[src/hw/rtl/dfspt_pkg.sv]
`timescale 1ns / 1ps

package dfspt_pkg;

  // Default branch stack depth; the top level may override it.
  localparam int STACK_DEPTH_DEF = 16;

  localparam int ADDR_W  = 16;
  localparam int PORTS_W = 3;

  typedef enum logic [1:0] {
    ST_OK       = 2'd0,
    ST_NO_PORT  = 2'd1,
    ST_OVERFLOW = 2'd2
  } status_t;

  // One node as it arrives from the scan.
  typedef struct packed {
    logic [ADDR_W-1:0]  node_address;
    logic [PORTS_W-1:0] open_ports;
    logic               scan_start;
  } node_t;

  // One placed node with the address it hangs from.
  typedef struct packed {
    logic [ADDR_W-1:0] child_address;
    logic [ADDR_W-1:0] parent_address;
    status_t           status;
  } place_t;

endpackage

[src/hw/rtl/dfspt_tree_core.sv]
`timescale 1ns / 1ps

module dfspt_tree_core #(
  parameter int STACK_DEPTH = dfspt_pkg::STACK_DEPTH_DEF
) (
  input  logic             clk,
  input  logic             rst_n,
  input  logic             step,
  input  dfspt_pkg::node_t node,
  output dfspt_pkg::place_t place
);
  import dfspt_pkg::*;

  localparam int FW = $clog2(STACK_DEPTH + 1);
  localparam int IW = $clog2(STACK_DEPTH);

  logic [ADDR_W-1:0] last_r, last_nxt;
  logic [FW-1:0]     fill_r, fill_nxt;
  logic [ADDR_W-1:0] stack_r [STACK_DEPTH];

  logic [FW-1:0]      fill_eff;
  logic [FW-1:0]      fill_m1;
  logic [FW:0]        room;
  logic [FW:0]        push_end;
  logic [PORTS_W-1:0] npush;
  logic               overflow;
  logic               can_pop;
  logic [ADDR_W-1:0]  top_addr;
  logic               active;

  // A scan start empties the stack before the node is placed.
  assign fill_eff = node.scan_start ? '0 : fill_r;
  assign fill_m1  = fill_r - FW'(1);
  assign top_addr = stack_r[fill_m1[IW-1:0]];
  assign npush    = (node.open_ports > PORTS_W'(2)) ? node.open_ports - PORTS_W'(2) : '0;
  assign room     = (FW+1)'(STACK_DEPTH) - {1'b0, fill_eff};
  assign overflow = (FW+1)'(npush) > room;
  assign push_end = {1'b0, fill_eff} + (FW+1)'(npush);
  assign can_pop  = !node.scan_start && (fill_r != '0);
  assign active   = (node.open_ports != '0);

  always_comb begin
    last_nxt = last_r;
    fill_nxt = fill_r;
    if (step && active) begin
      last_nxt = node.node_address;
      fill_nxt = fill_eff;
      if (node.open_ports == PORTS_W'(1)) begin
        if (can_pop) begin
          last_nxt = top_addr;
          fill_nxt = fill_m1;
        end
      end else if (npush != '0) begin
        fill_nxt = overflow ? FW'(STACK_DEPTH) : push_end[FW-1:0];
      end
    end
  end

  always_comb begin
    place.child_address  = node.node_address;
    place.parent_address = node.scan_start ? node.node_address : last_r;
    if (!active) begin
      place.status = ST_NO_PORT;
    end else if (overflow) begin
      place.status = ST_OVERFLOW;
    end else begin
      place.status = ST_OK;
    end
  end

  always_ff @(posedge clk) begin
    if (!rst_n) begin
      last_r <= '0;
      fill_r <= '0;
    end else begin
      last_r <= last_nxt;
      fill_r <= fill_nxt;
    end
  end

  // Every slot between the current fill and the end of the new pushes
  // takes the node's address; slots past the top simply are not there.
  for (genvar i = 0; i < STACK_DEPTH; i++) begin : g_slot
    always_ff @(posedge clk) begin
      if (step && active && ((FW+1)'(i) >= {1'b0, fill_eff}) &&
          ((FW+1)'(i) < push_end)) begin
        stack_r[i] <= node.node_address;
      end
    end
  end

endmodule

[src/hw/rtl/dfs_port_count_parent_tracker.sv]
// Depth-first bus tree rebuilder: one placed node out for each node in.
// An accepted input transaction waits in the input register and moves into the result register on out_ once it is free.
// Throughput: one transaction per cycle, limited only by out_stall.
// Reset (rst_n low, synchronous): pipeline empties, attachment point is 0,
// branch stack is empty; stack contents themselves are not cleared.
`timescale 1ns / 1ps

module dfs_port_count_parent_tracker #(
  parameter int STACK_DEPTH = dfspt_pkg::STACK_DEPTH_DEF
) (
  input  logic        clk,
  input  logic        rst_n,
  input  logic        in_valid,
  output logic        in_stall,
  input  logic [15:0] in_node_address,
  input  logic [2:0]  in_open_ports,
  input  logic        in_scan_start,
  output logic        out_valid,
  input  logic        out_stall,
  output logic [15:0] out_child_address,
  output logic [15:0] out_parent_address,
  output logic [1:0]  out_status
);
  import dfspt_pkg::*;

  // The input register holds one transaction. It is processed against the
  // tree state as it moves into the result register, so the state update
  // and the result belong to the same clock edge and consecutive nodes see
  // each other's effect without any forwarding.
  logic    s1_valid_r, s1_valid_nxt;
  node_t   s1_node_r;
  logic    out_valid_r, out_valid_nxt;
  place_t  out_place_r;
  place_t  place;
  logic    out_free;
  logic    advance;
  logic    in_take;

  // The result register can take a new value when it is empty or being read.
  assign out_free = !out_valid_r || !out_stall;
  assign advance  = s1_valid_r && out_free;
  assign in_stall = s1_valid_r && !out_free;
  assign in_take  = in_valid && !in_stall;

  dfspt_tree_core #(
    .STACK_DEPTH(STACK_DEPTH)
  ) u_core (
    .clk   (clk),
    .rst_n (rst_n),
    .step  (advance),
    .node  (s1_node_r),
    .place (place)
  );

  always_comb begin
    s1_valid_nxt = s1_valid_r;
    if (in_take) begin
      s1_valid_nxt = 1'b1;
    end else if (advance) begin
      s1_valid_nxt = 1'b0;
    end
    out_valid_nxt = out_valid_r;
    if (advance) begin
      out_valid_nxt = 1'b1;
    end else if (!out_stall) begin
      out_valid_nxt = 1'b0;
    end
  end

  always_ff @(posedge clk) begin
    if (!rst_n) begin
      s1_valid_r  <= 1'b0;
      out_valid_r <= 1'b0;
    end else begin
      s1_valid_r  <= s1_valid_nxt;
      out_valid_r <= out_valid_nxt;
    end
  end

  // Payload registers carry no reset.
  always_ff @(posedge clk) begin
    if (in_take) begin
      s1_node_r.node_address <= in_node_address;
      s1_node_r.open_ports   <= in_open_ports;
      s1_node_r.scan_start   <= in_scan_start;
    end
    if (advance) begin
      out_place_r <= place;
    end
  end

  assign out_valid          = out_valid_r;
  assign out_child_address  = out_place_r.child_address;
  assign out_parent_address = out_place_r.parent_address;
  assign out_status         = out_place_r.status;

endmodule
[config.mk]
export PLATFORM = sky130hd
export DESIGN_NAME = dfs_port_count_parent_tracker
export DESIGN_NICKNAME = d
export VERILOG_FILES = /design/src/hw/rtl/dfspt_pkg.sv /design/src/hw/rtl/dfspt_tree_core.sv /design/src/hw/rtl/dfs_port_count_parent_tracker.sv
export SDC_FILE = /design/constraint.sdc
export NUM_CORES = 1
export LEC_CHECK = 0
export BUFFER_PORTS_ARGS = -buffer_cell sky130_fd_sc_hd__clkbuf_2
export CORE_ASPECT_RATIO = 0.75
export CORE_MARGIN = 2
export CORE_UTILIZATION = 47
export CTS_CLUSTER_DIAMETER = 30
export DETAILED_ROUTE_END_ITERATION = 12
export PLACE_DENSITY = 0.65
export REMOVE_ABC_BUFFERS = 1
export SLEW_MARGIN = 20
export SYNTH_ARGS = -nofsm -noshare
export SYNTH_HDL_FRONTEND = slang
export SYNTH_HIERARCHICAL = 1
export SYNTH_SLANG_ARGS = --single-unit
[constraint.sdc]
create_clock -name clk -period 10.89 [get_ports clk]
set_clock_uncertainty 0.15 [all_clocks]
set_input_delay 1.089 -clock clk [delete_from_list [all_inputs] [get_ports clk]]
set_output_delay 1.089 -clock clk [all_outputs]
set_load 0.01 [all_outputs]
==> summary.txt <==
Power
  – Reg power frac: 0.411
  – Cell Pwr Density: 218 nW/um2
  – Internal power: 0.00275 W
  – Peak VDD IR: 0.135 mV
  – Switch Pwr: 0.000838 W
  – Comb pwr share: 0.078
  – Clk network pwr share: 0.511
  – Switching Share: 0.234
  – Static Leak: ~5.6 nW

Logic synthesis
  – Flops & latches, synth: 333
  – Largest cells by area after synthesis: edfxtp_1, mux4_2, dfxtp_1, mux2_2, a21oi_1
  – Synthesized area: 13,700 um2
  – Avg Cell Area, Syn: 17.7 um2
  – Top FF cell, synth: edfxtp_1
  – Sequential share of the synthesized area: 0.715
  – Most numerous cell in the Yosys netlist: edfxtp_1
  – Unique masters post-synth: 48
  – Post-synth top cells: edfxtp_1, mux4_2, a21oi_1
  – Synth warnings: 6
  – Largest area contributor in the netlist: edfxtp_1
  – Post-synth EDFFs: 310
  – Post-Synthesis Cells: 772
  – Synth top area share: 0.681
  – Async set-reset flop share out of synthesis: 0

Worst setup path
  – Crit path cell chain: buf_4 -> inv_1 -> nand2_1 -> inv_1 -> ha_1 -> fa_1 -> a21o_1 -> a21oi_1 -> a221oi_1 -> o32ai_1 -> and3_1
  – CP startpoint kind: flip-flop
  – Crit path max-delay family: compound AO/OA/AOI/OAI gates
  – Slowest stage delay, CP: 0.81 ns
  – Slowest CP cell: and3_1
  – Setup crit end kind: flip-flop
  – CP Max Fanout: 42
  – WP depth: 11
  – CP bufs+invs: 3
  – R2R depth: 11
  – CP arrival: 4.24 ns
  – Crit Path Class: reg -> reg
  – Most numerous cell on the critical path: inv_1
  – Req. time, crit path: 10.93 ns

Die
  – Die area: just over 30,000 um2
  – I/O pins: 60
  – Core area: 28,900 um2
  – Die width: between 200 and 250 um
  – Starting density of the core: 0.474
  – Rows: 54
  – Die height: 152 um

Routing
  – Final wirelength: 29,900 um
  – Drt pass-1 iters: 5
  – Vias: 7,443
  – Routed Antenna Nets: 0
  – # DRC: 0
  – DRT iter0 DRCs: 660
  – Drt wl/cell: 23.2 um
  – Vias/cell: a little under 6

Clock tree
  – Number of buffers created by CTS: 54
  – Clock Latency Late Sink: ~0.57 ns
  – CTS Root Cell: clkbuf_16
  – CTS tree: built
  – Resize count post-CTS: 0
  – CTS Buffer Depth: 3
  – Clock Sinks: roughly 330
  – Setup bufs post-CTS: 0
  – Clock Pin Slew Worst Setup and Hold Paths: ~0.050 ns
  – Post-CTS Hold Buffers: 0
  – Number of H-tree levels: 2

Layout
  – Fin area: ~16,000 um2
  – Area Growth Syn to Fin: 20.4%
  – Fin nets: 887
  – Share of layout cells above drive strength 1: 0.334

Timing
  – Final Hold Fails: 0
  – Normalized max-slew margin: 0.289
  – Worst slew pin tran: 1.07 ns
  – Final setup vio count: 0
  – TNS Setup: 0 ns
  – Fin. max-slew vios: 0
  – F_max: around 240 MHz
  – Final period util: 0.386
  – RSZ-0062 raised after global routing: false
  – Post-route minimum period: 4.20 ns

Run
  – Maxcap violations: 0

Run status
  – Outcome: completed

Placement
  – Number of port buffers: 59
  – Post-DP HPWL: 17,000 um
  – DP Area: around 14,000 um2
  – Placer congestion estimate: between 0.8 and 0.9

Min path
  – Worst min path class: reg -> reg
  – Hold Path Stages: 2

GRT
  – Grt ovf: 0
  – Initial antenna violation count: 0
  – Vias in the first global route: 7,246
  – First-pass GRT wire length: 45,100 um
  – Pin count of the biggest net entering global routing: 66
  – GRT Overall Usage: 0.201
==> layout by cell type, fill, tap and decap left out, types with 4 or more instances in the layout <==
cell type	instances
nor2b_1	9
inv_6	8
a21oi_1	46
dfxtp_1	22
inv_1	11
nand2b_1	4
nand3_1	5
clkbuf_2	59
mux2i_1	17
bufinv_16	10
buf_4	24
mux4_2	64
a31oi_1	4
clkbuf_16	55
o21ai_0	32
nor2_1	31
a211oi_1	19
inv_8	6
ha_1	9
edfxtp_1	310
nand2_1	15
nor3_1	20
mux2_2	31
xnor2_1	6
o21a_1	5
clkinv_4	8
==> layout make-up <==
cell class	count	area, um2
diodes	2	5.00
fillers	2175	12400
inverters	11	41.3
flip-flops and latches	333	9770
clock inverters	43	602
multi-input cells	369	3670
well taps	392	490
clock buffers	58	1390
repair buffers	83	475
==> logic make-up (layout without fill, tap and decap cells) <==
group,Yosys count,in the layout,share of synthesized area
flops,333,333,0.715
compound gates,134,134,0.0608
mux,112,112,0.144
simple gates,102,102,0.0375
buf+inv,70,195,0.0256
fa+ha+maj,11,11,0.0106
xor+xnor,10,10,0.00696
other cells,0,2,0
==> routing by layer <==
layer / routed length (um) / vias up / global-route usage
li1: - / 3272 / -
met3: 2240 / 49 / 0.0434
met4: 527 / 0 / 0.0559
met2: 12800 / 296 / 0.290
met1: 14300 / 3826 / 0.308
met5: 0 / - / 0
==> state kept, by name, summed over array words and instances, names as in the netlist <==
name and flops:
out_child_address 16, out_parent_address 16, out_status 2, out_valid 1, s1_node_r 20, s1_valid_r 1, u_core/fill_r 5, u_core/last_r 16
u_core/stack_r 256
==> power groups by stage <==
stage / sequential, W / clock (W) / combinational (W)
final: 0.00147 / 0.00183 / 0.000279
after global routing: 0.00148 / 0.00192 / 0.000303
after CTS: 0.00147 / 0.00187 / 0.000282
after detailed placement: 0.00150 / 0 / 0.000281
after global placement: 0.00150 / 0 / 0.000279
after floorplan: 0.00150 / 0 / 0.000184
==> path summary, 6_finish.rpt <==
path / startpoint / endpoint / slack (ns)
max: s1_node_r[0] / u_core/stack_r[11][0] / 6.69
min: s1_valid_r / out_valid / 0.37
max reg2reg: s1_node_r[0] / u_core/stack_r[11][0] / 6.69
min reg2reg: s1_valid_r / out_valid / 0.37
==> worst reg2reg max path: stages, from the launching register on <==
cell and delay, ns:
edfxtp_1 0.32, buf_4 0.42, inv_1 0.16, nand2_1 0.14, inv_1 0.09, ha_1 0.25
fa_1 0.49, a21o_1 0.23, a21oi_1 0.24, a221oi_1 0.08, o32ai_1 0.43, and3_1 0.81
==> metrics by stage <==
stage	instances	power (W)	utilization	hold WS [ns]	setup slack [ns]
floorplan	713	0.00168	-	0.325	1.45
global placement	1188	0.00178	0.501	0.350	6.59
detailed placement	1188	0.00178	0.501	0.368	6.53
CTS	1289	0.00362	0.570	0.379	6.68
global route	1289	0.00370	0.570	0.425	6.47
finish	1291	0.00359	0.570	0.372	6.69
Power figures use the tool's default switching activity.
